==> src/sv/dhhp_pkg.sv <==
// Package: shared transaction types and character codes for the hunk header parser.
`default_nettype none

package dhhp_pkg;

    localparam int unsigned OUT_WIDTH = 24;

    localparam logic [7:0] CHAR_AT    = 8'h40;  // '@'
    localparam logic [7:0] CHAR_SPACE = 8'h20;  // ' '
    localparam logic [7:0] CHAR_MINUS = 8'h2D;  // '-'
    localparam logic [7:0] CHAR_PLUS  = 8'h2B;  // '+'
    localparam logic [7:0] CHAR_COMMA = 8'h2C;  // ','
    localparam logic [7:0] CHAR_ZERO  = 8'h30;  // '0'
    localparam logic [7:0] CHAR_NINE  = 8'h39;  // '9'
    localparam logic [7:0] CHAR_TAB   = 8'h09;  // '\t'
    localparam logic [7:0] CHAR_LF    = 8'h0A;  // '\n'
    localparam logic [7:0] CHAR_CR    = 8'h0D;  // '\r'

    typedef struct packed {
        logic [7:0] line_byte;
        logic       line_end;
    } in_item_t;

    typedef struct packed {
        logic                 header_ok;
        logic [OUT_WIDTH-1:0] old_start_line;
        logic [OUT_WIDTH-1:0] old_line_count;
        logic [OUT_WIDTH-1:0] new_line_count;
    } out_item_t;

endpackage : dhhp_pkg

`default_nettype wire

==> src/sv/diff_hunk_header_parser.sv <==
// Top level: unified-diff hunk header parser with valid/ready byte input and result output.
`default_nettype none

// Hunk header parser. Feed the header line one byte per input transaction,
// with line_end set on its last byte; the block checks the form
// "@@ -a[,b] +c[,d] @@" followed by end of line or a space, tab, LF or CR
// (anything after that byte is ignored), and emits exactly one result
// transaction per line, on the last byte. A malformed line, including a
// number above 2^NUMBER_WIDTH - 1 or a line that ends before the closing
// "@@", gives header_ok = 0 with all number fields zero. Missing counts
// read as 1; the new start is checked but not reported; numbers are
// reported in their low 24 bits. Throughput is one byte per clock while
// in_ready is high: each byte costs one phase update and one multiply-by-ten
// accumulate in the parser, and the result enters the output register as
// the last byte is accepted. The input stays ready while the output register
// is empty or being drained in the same cycle, so a stalled result only
// holds off the input for as long as the consumer withholds out_ready.
module diff_hunk_header_parser
    import dhhp_pkg::*;
#(
    parameter int unsigned NUMBER_WIDTH = 24
)
(
    input  wire logic      clk,
    input  wire logic      rst_n,
    input  wire logic      in_valid,
    output logic           in_ready,
    input  wire in_item_t  in_data,
    output logic           out_valid,
    input  wire logic      out_ready,
    output out_item_t      out_data
);

    logic      take;
    logic      result_valid;
    out_item_t result;

    logic      out_valid_reg;
    out_item_t out_data_reg;

    // Accept a byte whenever the result slot is free or frees this cycle.
    assign in_ready = !out_valid_reg || out_ready;
    assign take     = in_valid && in_ready;

    dhhp_parser #(
        .NUMBER_WIDTH (NUMBER_WIDTH)
    ) u_parser (
        .clk          (clk),
        .rst_n        (rst_n),
        .take         (take),
        .item         (in_data),
        .result_valid (result_valid),
        .result       (result)
    );

    // Hold the finished result until the consumer takes the transaction.
    always_ff @(posedge clk or negedge rst_n)
    begin
        if (!rst_n)
            out_valid_reg <= 1'b0;
        else if (result_valid)
            out_valid_reg <= 1'b1;
        else if (out_ready)
            out_valid_reg <= 1'b0;
    end

    always_ff @(posedge clk)
    begin
        if (result_valid)
            out_data_reg <= result;
    end

    assign out_valid = out_valid_reg;
    assign out_data  = out_data_reg;

endmodule : diff_hunk_header_parser

`default_nettype wire

==> src/sv/dhhp_parser.sv <==
// Parser state machine: phase, number accumulator and captured fields, one byte per cycle while take is high.
`default_nettype none

module dhhp_parser
    import dhhp_pkg::*;
#(
    parameter int unsigned NUMBER_WIDTH = 24
)
(
    input  wire logic      clk,
    input  wire logic      rst_n,
    input  wire logic      take,
    input  wire in_item_t  item,
    output logic           result_valid,
    output out_item_t      result
);

    typedef enum logic [3:0] {
        PH_AT1,
        PH_AT2,
        PH_SP1,
        PH_MINUS,
        PH_OSTART,
        PH_OCOUNT,
        PH_PLUS,
        PH_NSTART,
        PH_NCOUNT,
        PH_AT3,
        PH_AT4,
        PH_TAIL,
        PH_DONE
    } phase_t;

    localparam logic [NUMBER_WIDTH-1:0] NUM_ZERO = '0;
    localparam logic [NUMBER_WIDTH-1:0] NUM_ONE  = NUMBER_WIDTH'(1);

    phase_t                  phase_reg,     phase_next;
    logic [NUMBER_WIDTH-1:0] accum_reg,     accum_next;
    logic                    seen_reg,      seen_next;
    logic [NUMBER_WIDTH-1:0] old_start_reg, old_start_next;
    logic [NUMBER_WIDTH-1:0] old_count_reg, old_count_next;
    logic [NUMBER_WIDTH-1:0] new_count_reg, new_count_next;
    logic                    failed_reg,    failed_next;

    logic                    is_digit;
    logic [3:0]              digit_val;
    logic [NUMBER_WIDTH+3:0] times_ten;
    logic                    too_wide;
    logic                    ok;
    logic [NUMBER_WIDTH+OUT_WIDTH-1:0] ext_start, ext_ocount, ext_ncount;

    assign is_digit  = (item.line_byte >= CHAR_ZERO) && (item.line_byte <= CHAR_NINE);
    assign digit_val = item.line_byte[3:0];
    // accum * 10 + digit as (accum << 3) + (accum << 1) + digit
    assign times_ten = {1'b0, accum_reg, 3'b000} + {3'b000, accum_reg, 1'b0}
                     + {NUMBER_WIDTH'(0), digit_val};
    assign too_wide  = |times_ten[NUMBER_WIDTH+3:NUMBER_WIDTH];

    always_comb
    begin
        phase_next     = phase_reg;
        accum_next     = accum_reg;
        seen_next      = seen_reg;
        old_start_next = old_start_reg;
        old_count_next = old_count_reg;
        new_count_next = new_count_reg;
        failed_next    = failed_reg;

        if (!failed_reg)
        begin
            unique case (phase_reg)
                PH_AT1, PH_AT2, PH_AT3, PH_AT4:
                begin
                    if (item.line_byte == CHAR_AT)
                        phase_next = phase_t'(phase_reg + 4'd1);
                    else
                        failed_next = 1'b1;
                end
                PH_SP1:
                begin
                    if (item.line_byte == CHAR_SPACE)
                        phase_next = PH_MINUS;
                    else
                        failed_next = 1'b1;
                end
                PH_MINUS, PH_PLUS:
                begin
                    if ((phase_reg == PH_MINUS && item.line_byte == CHAR_MINUS) ||
                        (phase_reg == PH_PLUS && item.line_byte == CHAR_PLUS))
                    begin
                        accum_next = NUM_ZERO;
                        seen_next  = 1'b0;
                        phase_next = (phase_reg == PH_MINUS) ? PH_OSTART : PH_NSTART;
                    end
                    else
                        failed_next = 1'b1;
                end
                PH_OSTART, PH_NSTART, PH_OCOUNT, PH_NCOUNT:
                begin
                    if (is_digit)
                    begin
                        if (too_wide)
                            failed_next = 1'b1;
                        else
                        begin
                            accum_next = times_ten[NUMBER_WIDTH-1:0];
                            seen_next  = 1'b1;
                        end
                    end
                    else if (!seen_reg)
                        failed_next = 1'b1;
                    else if (item.line_byte == CHAR_COMMA &&
                             (phase_reg == PH_OSTART || phase_reg == PH_NSTART))
                    begin
                        if (phase_reg == PH_OSTART)
                            old_start_next = accum_reg;
                        accum_next = NUM_ZERO;
                        seen_next  = 1'b0;
                        phase_next = phase_t'(phase_reg + 4'd1);
                    end
                    else if (item.line_byte == CHAR_SPACE)
                    begin
                        if (phase_reg == PH_OSTART)
                            old_start_next = accum_reg;
                        if (phase_reg == PH_OCOUNT)
                            old_count_next = accum_reg;
                        if (phase_reg == PH_NCOUNT)
                            new_count_next = accum_reg;
                        phase_next = (phase_reg == PH_OSTART || phase_reg == PH_OCOUNT)
                                   ? PH_PLUS : PH_AT3;
                    end
                    else
                        failed_next = 1'b1;
                end
                PH_TAIL:
                begin
                    if (item.line_byte == CHAR_SPACE || item.line_byte == CHAR_TAB ||
                        item.line_byte == CHAR_LF || item.line_byte == CHAR_CR)
                        phase_next = PH_DONE;
                    else
                        failed_next = 1'b1;
                end
                PH_DONE:
                begin
                end
                default:
                    failed_next = 1'b1;
            endcase
        end
    end

    assign ok = !failed_next && (phase_next == PH_TAIL || phase_next == PH_DONE);

    // Zero-extend before taking the low output bits so any NUMBER_WIDTH fits.
    assign ext_start  = {OUT_WIDTH'(0), old_start_next};
    assign ext_ocount = {OUT_WIDTH'(0), old_count_next};
    assign ext_ncount = {OUT_WIDTH'(0), new_count_next};

    assign result_valid          = take && item.line_end;
    assign result.header_ok      = ok;
    assign result.old_start_line = ok ? ext_start[OUT_WIDTH-1:0]  : '0;
    assign result.old_line_count = ok ? ext_ocount[OUT_WIDTH-1:0] : '0;
    assign result.new_line_count = ok ? ext_ncount[OUT_WIDTH-1:0] : '0;

    always_ff @(posedge clk or negedge rst_n)
    begin
        if (!rst_n)
        begin
            phase_reg     <= PH_AT1;
            accum_reg     <= NUM_ZERO;
            seen_reg      <= 1'b0;
            old_start_reg <= NUM_ZERO;
            old_count_reg <= NUM_ONE;
            new_count_reg <= NUM_ONE;
            failed_reg    <= 1'b0;
        end
        else if (take)
        begin
            if (item.line_end)
            begin
                // Drop all line state so the next byte opens a new line.
                phase_reg     <= PH_AT1;
                accum_reg     <= NUM_ZERO;
                seen_reg      <= 1'b0;
                old_start_reg <= NUM_ZERO;
                old_count_reg <= NUM_ONE;
                new_count_reg <= NUM_ONE;
                failed_reg    <= 1'b0;
            end
            else
            begin
                phase_reg     <= phase_next;
                accum_reg     <= accum_next;
                seen_reg      <= seen_next;
                old_start_reg <= old_start_next;
                old_count_reg <= old_count_next;
                new_count_reg <= new_count_next;
                failed_reg    <= failed_next;
            end
        end
    end

endmodule : dhhp_parser

`default_nettype wire
==> config.mk <==
export PLATFORM = sky130hd
export DESIGN_NAME = diff_hunk_header_parser
export DESIGN_NICKNAME = d
export VERILOG_FILES = /design/src/sv/dhhp_pkg.sv /design/src/sv/diff_hunk_header_parser.sv /design/src/sv/dhhp_parser.sv
export SDC_FILE = /design/constraint.sdc
export NUM_CORES = 1
export LEC_CHECK = 0
export ABC_AREA = 1
export BUFFER_PORTS_ARGS = -buffer_cell sky130_fd_sc_hd__buf_2
export CAP_MARGIN = 20
export CORE_UTILIZATION = 60
export DETAILED_ROUTE_END_ITERATION = 8
export PLACE_DENSITY = 0.8
export SLEW_MARGIN = 5
export SYNTH_ARGS = -nofsm -noshare
export SYNTH_HDL_FRONTEND = slang
export SYNTH_HIERARCHICAL = 1
export SYNTH_SLANG_ARGS = --single-unit
==> constraint.sdc <==
create_clock -name clk -period 9.3 [get_ports clk]
set_clock_uncertainty 0.05 [all_clocks]
set_input_delay 0.93 -clock clk [delete_from_list [all_inputs] [get_ports clk]]
set_output_delay 0.93 -clock clk [all_outputs]
set_load 0.005 [all_outputs]
### After elaboration in Yosys (flattened, before gate mapping)

Index checks and enable logic that the tools add are counted.

* memories kept: 0
* bits in writable memories: 0
* flip-flop bits (word level): 176
* output and inout bits: 75
* word-level logic and storage cells: 136
* latch bits: 0
* input port bits: 13
* memory bits (read-only): 0

* multiplexer cells: 66
* equality and inequality tests: 27
* $lt $le $gt $ge: 2
* divide/modulo/power cells: 0
* bitwise gates (word level): 0
* add/subtract/negate cells: 3
* shift operators: 0
* reduce and logical (&&, ||, !) cells: 26
* $mul: 0

Operators with widths (count)
* 2-to-1 mux 24 bit: 31
* one-hot mux 24 bit (2 select lines): 1
* 2-to-1 mux 4 bit: 11
* equality test 8 x 6 -> 1 bit (second input constant): 4
* adder 27 x 25 -> 28 bit: 1
* adder 28 x 4 -> 28 bit: 1
* equality test 4 bit (second input constant): 7
* equality test 8 x 4 -> 1 bit (second input constant): 3
* one-hot mux 4 bit (5 select lines): 1
* 2-to-1 mux 1 bit: 19
* equality test 4 x 3 -> 1 bit (second input constant): 4
* OR reduction 4 bit: 3
* equality test 4 x 2 -> 1 bit (second input constant): 2
* equality test 8 x 7 -> 1 bit (second input constant): 1
* greater-or-equal comparator 8 x 6 -> 1 bit (second input constant): 1
* less-or-equal comparator 8 x 6 -> 1 bit (second input constant): 1
* logical OR 1 bit: 8
* != test 4 x 2 -> 1 bit (second input constant): 2
* logical AND 1 bit: 7
* AND reduction 7 bit: 1
* one-hot mux 1 bit (6 select lines): 1
* AND reduction 5 bit: 1
* adder 4 x 1 -> 4 bit (second input constant): 1
* equality test 4 x 1 -> 1 bit (second input constant): 1
* other kinds (10): 11

### Longest topological paths before layout

Gate-level depths: netlist (run 1).

* depth in word-level cells: 12
* depth in mapped cells: 21
* mapped depth without buffers: 19

### By module

The synthesis (run 1) kept the hierarchy.

Modules (own cells, without submodules)
* dhhp_parser: seq. area each 2555.0 um^2, area an instance 8430.6 um^2, cells an instance 1151, instances 1
* diff_hunk_header_parser: seq. area each 2217.1 um^2, area an instance 2240.9 um^2, cells an instance 80, instances 1

### Least setup slack after synthesis (run 1)

No wires, ideal clock.

* path type: in2reg
* from: in out_ready
* to: reg out_data_reg (netlist bit out_data[0]) (enable)
* library setup time: 0.428 ns
* path buffers: 2
* path slack: 5.733 ns
* cell stages on the path: 6
* arrival: 3.089 ns
* data required time: 8.822 ns
* cells stage by stage: inv_1 > a21oi_1 > clkbuf_1 > clkbuf_1 > nand2_1 > inv_1

* longest elaborated chain between the ends: 3

RTL lines
* from (decl): line diff_hunk_header_parser.sv:30 `input wire logic out_ready,`
* logical OR 1 bit: line diff_hunk_header_parser.sv:42 `assign in_ready = !out_valid_reg || out_ready;`
* logical AND 1 bit: line diff_hunk_header_parser.sv:43 `assign take = in_valid && in_ready;`
* net take: line diff_hunk_header_parser.sv:34 `logic take;`
* logical AND 1 bit: line dhhp_parser.sv:159 `assign result_valid = take && item.line_end;`
* net result_valid: line diff_hunk_header_parser.sv:35 `logic result_valid;`
* to (signal assigned): line diff_hunk_header_parser.sv:70 `out_data_reg <= result;`
* to (decl): line diff_hunk_header_parser.sv:39 `out_item_t out_data_reg;`

The timed path passes the listed nets, and every way through them passes these cells.
A chain may end at the register's enable or synchronous reset.

### Final worst setup path (run 1)

* from: in in_data[3] in the netlist's numbering
* to: reg out_data_reg (netlist bit out_data[47]) (data pin)

* longest elaborated chain between the ends: 10
* elaborated cells between the ends (all ways): 51
* classes of those cells: 1 x add/sub; 2 x order compare; 10 x eq/ne; 26 x mux; 12 x reduce/logical

RTL lines
* from (decl): line diff_hunk_header_parser.sv:28 `input wire in_item_t in_data,`
* parallel branches: the longest is 10 deep, another holds adder 28 x 4 -> 28 bit

Parallel ways; which one is timed is not known.

==> metrics.yaml, run 1 <==
cts.clk_slew.worst_paths_ps: 60
seqCellArea_um2: 4770
critPathRequiredTime_ps: 9400
fin_crit_sh: 0.485
finalNonFillerCells: 1538
period_minus_slack_ps: 4510
clkLatencyLatePin_ps: 420
swShare: 0.291
cts_hold_buffers: 0
worstMarginPinSlew_ps: 1020
ios: 88
routed_wl_um: 25000
hold_class: "flip-flop to flip-flop"
dpl.hpwl_um: 17500
async_reset_ff_frac: 0.585
dp.cells: 1506
setup_slack_ps: 4790
rows: 48
first_iter_violations: 738
max_clock_freq_mhz: 222
syn_area_um2: 10700
clock_sinks: 176
crit_type: "input port to flip-flop"
synthFlopType: "dfrtp_1"
grt_pass1_wl_um: 40000
post_cts_buffers: 0
antennaDiodeCount: 0
tns_ps: 0
ys_warn_count: 6
slew_violations: 0
crit_fanout: 42
synth-edff-count: 73
multiInputGateArea_um2: 4900
place_congestion: 0.901
drc_errors: 0
crit_path_start_kind: "input port"
initial_core_util: 0.615
drive_above_1_share: 0.184
cts_buffers: 17
grt_pass1_vias: 7771
vias_per_cell: 5.59
yosysSeqAreaShare: 0.447
n_fill_cell: 1406
combPwrFrac: 0.144
setup-violations-final: 0
synth_top_area_share: 0.237
antenna_found_initial: 0
clockBufferDepth: 2
power.share.sequential: 0.486
grt_overflow: 0
switchingPower_mw: 0.507
yosysTopAreaCell: "dfrtp_1"
area_growth_syn_to_layout_pct: 9.17
dieWidth_um: 135
dr.pass1.iters: 6
leakagePower_nw: 5.44
ant_nets: 0
max_cap_violations: 0
dieArea_um2: 18300
synthTopCellsByArea: "dfrtp_1 24%, edfxtp_1 21%, nand2_1 10%"
synth_cell_type_count: 51
clkPwrFrac: 0.370
syn_nets: 1297
wl_per_cell_um: 16.2
netlist_instances: 1231
endpoint_kind: "flip-flop"
outcome: "complete, no violations"
layout.nets: 1366
vias: 8603
detailedPlace.worstSlack_ps: 4390
cts-root-buf: "clkbuf_16"
final_cell_mix: "292 x nand2_1, 167 x inv_1, 101 x dfrtp_1"
slew_headroom: 0.322
hold_viol: 0
post_cts_resized: 0
grt_max_degree: 75
cts_htree_levels: 4
gr-usage-all-layers: 0.285
max-vdd-ir-drop_v: 0.000128
power_density_nw_per_um2: 150
p_int_mw: 1.24
cp.arrival_ps: 4610
chipHeight_um: 135
largest_reg_flops: 73
io_buffers: 87
rsz0062_at_grt: "false"
final_common_cell: "nand2_1"
syn_avg_cell_area_um2: 8.67
postLayoutCoreUtil: 0.671
fp.coreArea_um2: 17400
tritoncts: "yes"
ys_ff_latch: 176
[per-layer routing]
metal | global-route usage | vias to the layer above | part of all wire
met5 | 0 | - | 0
met1 | 0.409 | 4046 | 0.46
met2 | 0.450 | 344 | 0.47
met3 | 0.0468 | 24 | 0.065
met4 | 0.0712 | 0 | 0.011
li1 | - | 4189 | -
[cells in the mapped netlist (28+ instances only)]
library cell and instances:
nand2_1 292, inv_1 168, dfrtp_1 101, o21ai_0 94
edfxtp_1 73, nor2_4 71, nor2_1 68, o22ai_1 64
ha_1 51, nand3_1 51, o21ai_1 30, a21oi_1 28
[power groups by stage]
stage	Sequential, mW	Clock [mW]	Combinational [mW]
detailed placement	0.862	0	0.248
CTS	0.846	0.651	0.249
global route	0.849	0.677	0.278
finish	0.847	0.645	0.251
global placement	0.861	0	0.245
floorplan	0.852	0	0.206
[cells by family after synthesis]
kind of cell | synth area share
muxes | 0.00657
and+or+nand+nor | 0.260
buffers and inverters | 0.0952
xor gates and xnor gates | 0.00328
DFF | 0.447
adders and majority gates | 0.0635
AOI/OAI and AO/OA | 0.125
[metrics by stage]
step / power (mW) / cell area (um2) / hold slack (ps)
5_1_grt: 1.80 / 11600 / 452
4_1_cts: 1.75 / 11600 / 444
3_5_place_dp: 1.11 / 11100 / 428
3_3_place_gp: 1.11 / 11100 / 415
2_1_floorplan: 1.06 / 10700 / 403
6_report: 1.74 / 11600 / 445
[layout make-up]
cell class,instances,area share
repair buffers,95,0.0427
flip-flops and latches,176,0.410
multi-input cells,830,0.420
inverters,180,0.0582
well taps,225,0.0242
clock buffers,20,0.0375
clock inverters,12,0.00741
[worst paths after layout]
check / depth (start not counted) / slack, ps / start / end
min in group asynchronous: 1 / 470 / rst_n / u_parser/old_start_reg[3]
min reg2reg: 2 / 440 / u_parser/old_start_reg[5] / u_parser/old_start_reg[5]
max: 20 / 4790 / in_data[3] / out_data[47]
max in group asynchronous: 2 / 7530 / rst_n / u_parser/new_count_reg[12]
max reg2reg: 19 / 4820 / u_parser/accum_reg[1] / out_data[47]
min: 2 / 440 / u_parser/old_start_reg[5] / u_parser/old_start_reg[5]
[worst max-delay path: stages]
cell     delay, ps
buf_2          140
ha_1           290
ha_1           190
inv_1           80
fa_1           440
inv_1           80
nand2_1         70
nand2_1         90
nand3_1        100
nand2_1        150
nand2_1         80
nand3_1         80
nand2_1         50
nand2_1         50
nor2_1          50
nand3_1        150
a21oi_4        100
nand2_8        540
buf_4          830
nor2_1          80
Power figures use the tool's default switching activity.
==> run 2, diff against run 1 <==
Settings changed: ABC_AREA 1 to 0, CORE_UTILIZATION 60 to 55, PLACE_DENSITY 0.8 to 0.77.
Clock period 9.3 ns to 3.88 ns, I/O delays scaled along.
==> run 2 against run 1 <==
Net effect:
- sequential share of layout area down 2.2 points
- largest cell class unchanged
- flip-flop and latch count unchanged
- routed wire length up 11%
- critical endpoint is now out_data[48]
- die area up 7.7%
- clock power rose to 2.9 times the previous value
- design area up 5.6%
==> metrics.yaml, run 2 <==
outcome: "complete, no violations"
fin_crit_sh: 0.969
async_reset_ff_frac: 0.585  # unchanged
max_cap_violations: 0  # unchanged
tritoncts: "yes"
yosys-top-cells-count: "101 x dfrtp_1, 73 x edfxtp_1, 72 x a22oi_1, 72 x o2bb2ai_1, 69 x nor3_2"
first_iter_violations: 870  # +18%
dr.pass1.iters: 5  # -1
synthTopCellsByArea: "dfrtp_1 24%, edfxtp_1 21%, nor3_2 6.5%"
syn_avg_cell_area_um2: 11.0  # +27%
yosysSeqAreaShare: 0.452  # +0.00514
max_clock_freq_mhz: 266
endpoint_kind: "flip-flop"
ys_ff_latch: 176  # unchanged
synthFlopType: "dfrtp_1"
clock_sinks: 176  # unchanged
final_common_cell: "dfrtp_1"
switchingPower_mw: 1.26  # +150%
vias_per_cell: 6.51  # +16%
cts-root-buf: "clkbuf_16"
cts_buffers: 17  # unchanged
ys_warn_count: 6  # unchanged
slowest_stage: "fa_1"
final_cell_mix: "98 x dfrtp_1, 86 x buf_2, 73 x edfxtp_1"
clkPwrFrac: 0.397  # +0.027
slew_violations: 0  # unchanged
rsz0062_at_grt: "false"
period_minus_slack_ps: 3760
crit_path_start_kind: "flip-flop"
dieWidth_um: 141  # +3.8%
clkLatencyLatePin_ps: 440  # +20 ps
ant_nets: 0  # unchanged
wl_per_cell_um: 21.4  # +31%
power_density_nw_per_um2: 385  # +160%
drive_above_1_share: 0.262  # +0.0777
area_growth_syn_to_layout_pct: 16.7
crit_type: "flip-flop to flip-flop"
grt_pass1_vias: 7660  # -1.4%
hold_class: "input port to asynchronous set/reset pin"
ios: 88  # unchanged
crit_chain: "inv_1 > fa_1 > fa_2 > nor2b_2 > o2111ai_2 > a21oi_2 > o2111ai_1 > a221o_1 > a211oi_2 > buf_4 > a31oi_4 > buf_12 > nor3_2"
yosysTopAreaCell: "dfrtp_1"
max-vdd-ir-drop_v: 0.000280  # +120%
antennaDiodeCount: 0  # unchanged
antenna_found_initial: 0  # unchanged
synth_cell_type_count: 68  # +33%
syn_area_um2: 10600  # -1.1%
cts.clk_slew.worst_paths_ps: 70  # about the same
dieArea_um2: 19700  # +7.7%
critPathRequiredTime_ps: 4110  # -5290 ps
cts_htree_levels: 4  # unchanged
syn_nets: 1027  # -21%
worstMarginPinSlew_ps: 1010  # -9.16 ps
routed_wl_um: 27700  # +11%
clockBufferDepth: 2  # unchanged
chipHeight_um: 141  # +3.8%
synth_top_area_share: 0.240  # +0.00272
grt_overflow: 0  # unchanged
place_congestion: 0.902  # +0.14%
setup-violations-final: 0  # unchanged
grt_max_degree: 75  # unchanged
initial_core_util: 0.562  # -0.0527
tns_ps: 0  # unchanged
vias: 8458  # -1.7%
fp.coreArea_um2: 18800  # +8.1%
finalNonFillerCells: 1299  # -16%
combPwrFrac: 0.174  # +0.030
synth-edff-count: 73  # unchanged
netlist_instances: 961  # -22%
postLayoutCoreUtil: 0.656  # -0.0155
dp.cells: 1257  # -17%
gr-usage-all-layers: 0.265  # -0.0200
cp.arrival_ps: 3990  # -620 ps
leakagePower_nw: 5.12  # -6.0%
rows: 50  # +4.2%
dpl.hpwl_um: 16800  # -3.8%
p_int_mw: 3.48  # +180%
yosys.cell_count.top_type: "dfrtp_1"
drc_errors: 0  # unchanged
swShare: 0.265  # -0.0259
layout.nets: 1118  # -18%
power.share.sequential: 0.429  # -0.057
slew_headroom: 0.329  # +0.00683
largest_reg_flops: 73  # unchanged
grt_pass1_wl_um: 40700  # +1.7%
max_stage_delay_ps: 510  # -320 ps
io_buffers: 87  # unchanged
crit_fanout: 11  # -74%
hold_viol: 0  # unchanged
[run 2: cell families after synthesis]
group | Yosys count | synth area share
muxes | 67 | 0.0636
buffers and inverters | 103 | 0.0432
AOI/OAI and AO/OA | 301 | 0.209
adders and majority gates | 53 | 0.0643
xor gates and xnor gates | 17 | 0.0141
and+or+nand+nor | 244 | 0.154
DFF | 176 | 0.452
[run 2: cell type report]
type                       instances  area, um2
fill                            1406       6460
multi-input combinational        683       5440
sequential                       176       4780
timing repair buffer             147       1050
clock buffer                      23        468
tap                              234        293
clock inverter                     9        180
inverter                          27        101
[run 2: worst paths after layout]
check	endpoint	depth (start not counted)	start	slack, ps
min in group clk	out_valid	3	out_ready	180
max in group asynchronous	u_parser/accum_reg[10]	2	rst_n	2880
worst max-delay path	out_data[48]	13	u_parser/accum_reg[0]	120
worst min-delay path	u_parser/phase_reg[1]	1	rst_n	30
worst max register to register	out_data[48]	13	u_parser/accum_reg[0]	120
worst min register to register	u_parser/new_count_reg[0]	2	u_parser/new_count_reg[0]	440
[run 2: repair_timing]
action | CTS | global route
endpoints found under the setup margin | 0 | 98
hold buffers | 0 | 0
setup buffers | 0 | 1
gates resized for setup | 0 | 18
[run 2: critical path, delay by kind of cell, from the launching register on]
family                     cells  cell delay [ps]
AOI/OAI and AO/OA              6             1360
adders and majority gates      2              900
buffers and inverters          3              510
DFF                            1              400
and+or+nand+nor                2              370
[run 2: per-stage QoR]
stage	hold slack, ps	setup slack (ps)	power, mW	area [um2]
floorplan	42.4	112	2.42	10600
global placement	419	88.2	2.64	11400
detailed placement	427	0.663	2.65	11400
CTS	88.8	71.4	4.50	12100
global route	119	0.484	4.86	12300
finish	31.1	120	4.73	12300
[run 2: power groups by stage]
stage	logic (mW)	registers (mW)	clock network (mW)
floorplan	0.364	2.05	0
global placement	0.575	2.06	0
detailed placement	0.581	2.07	0
CTS	0.581	2.03	1.89
global route	0.872	2.04	1.96
finish	0.824	2.03	1.88
[run 2: layer usage]
layer	global-route usage	wire length, um	up-vias
li1	-	-	3925
met2	0.441	13500	361
met3	0.0434	1700	35
met4	0.0727	450	0
met1	0.360	12100	4137
met5	0	0	-
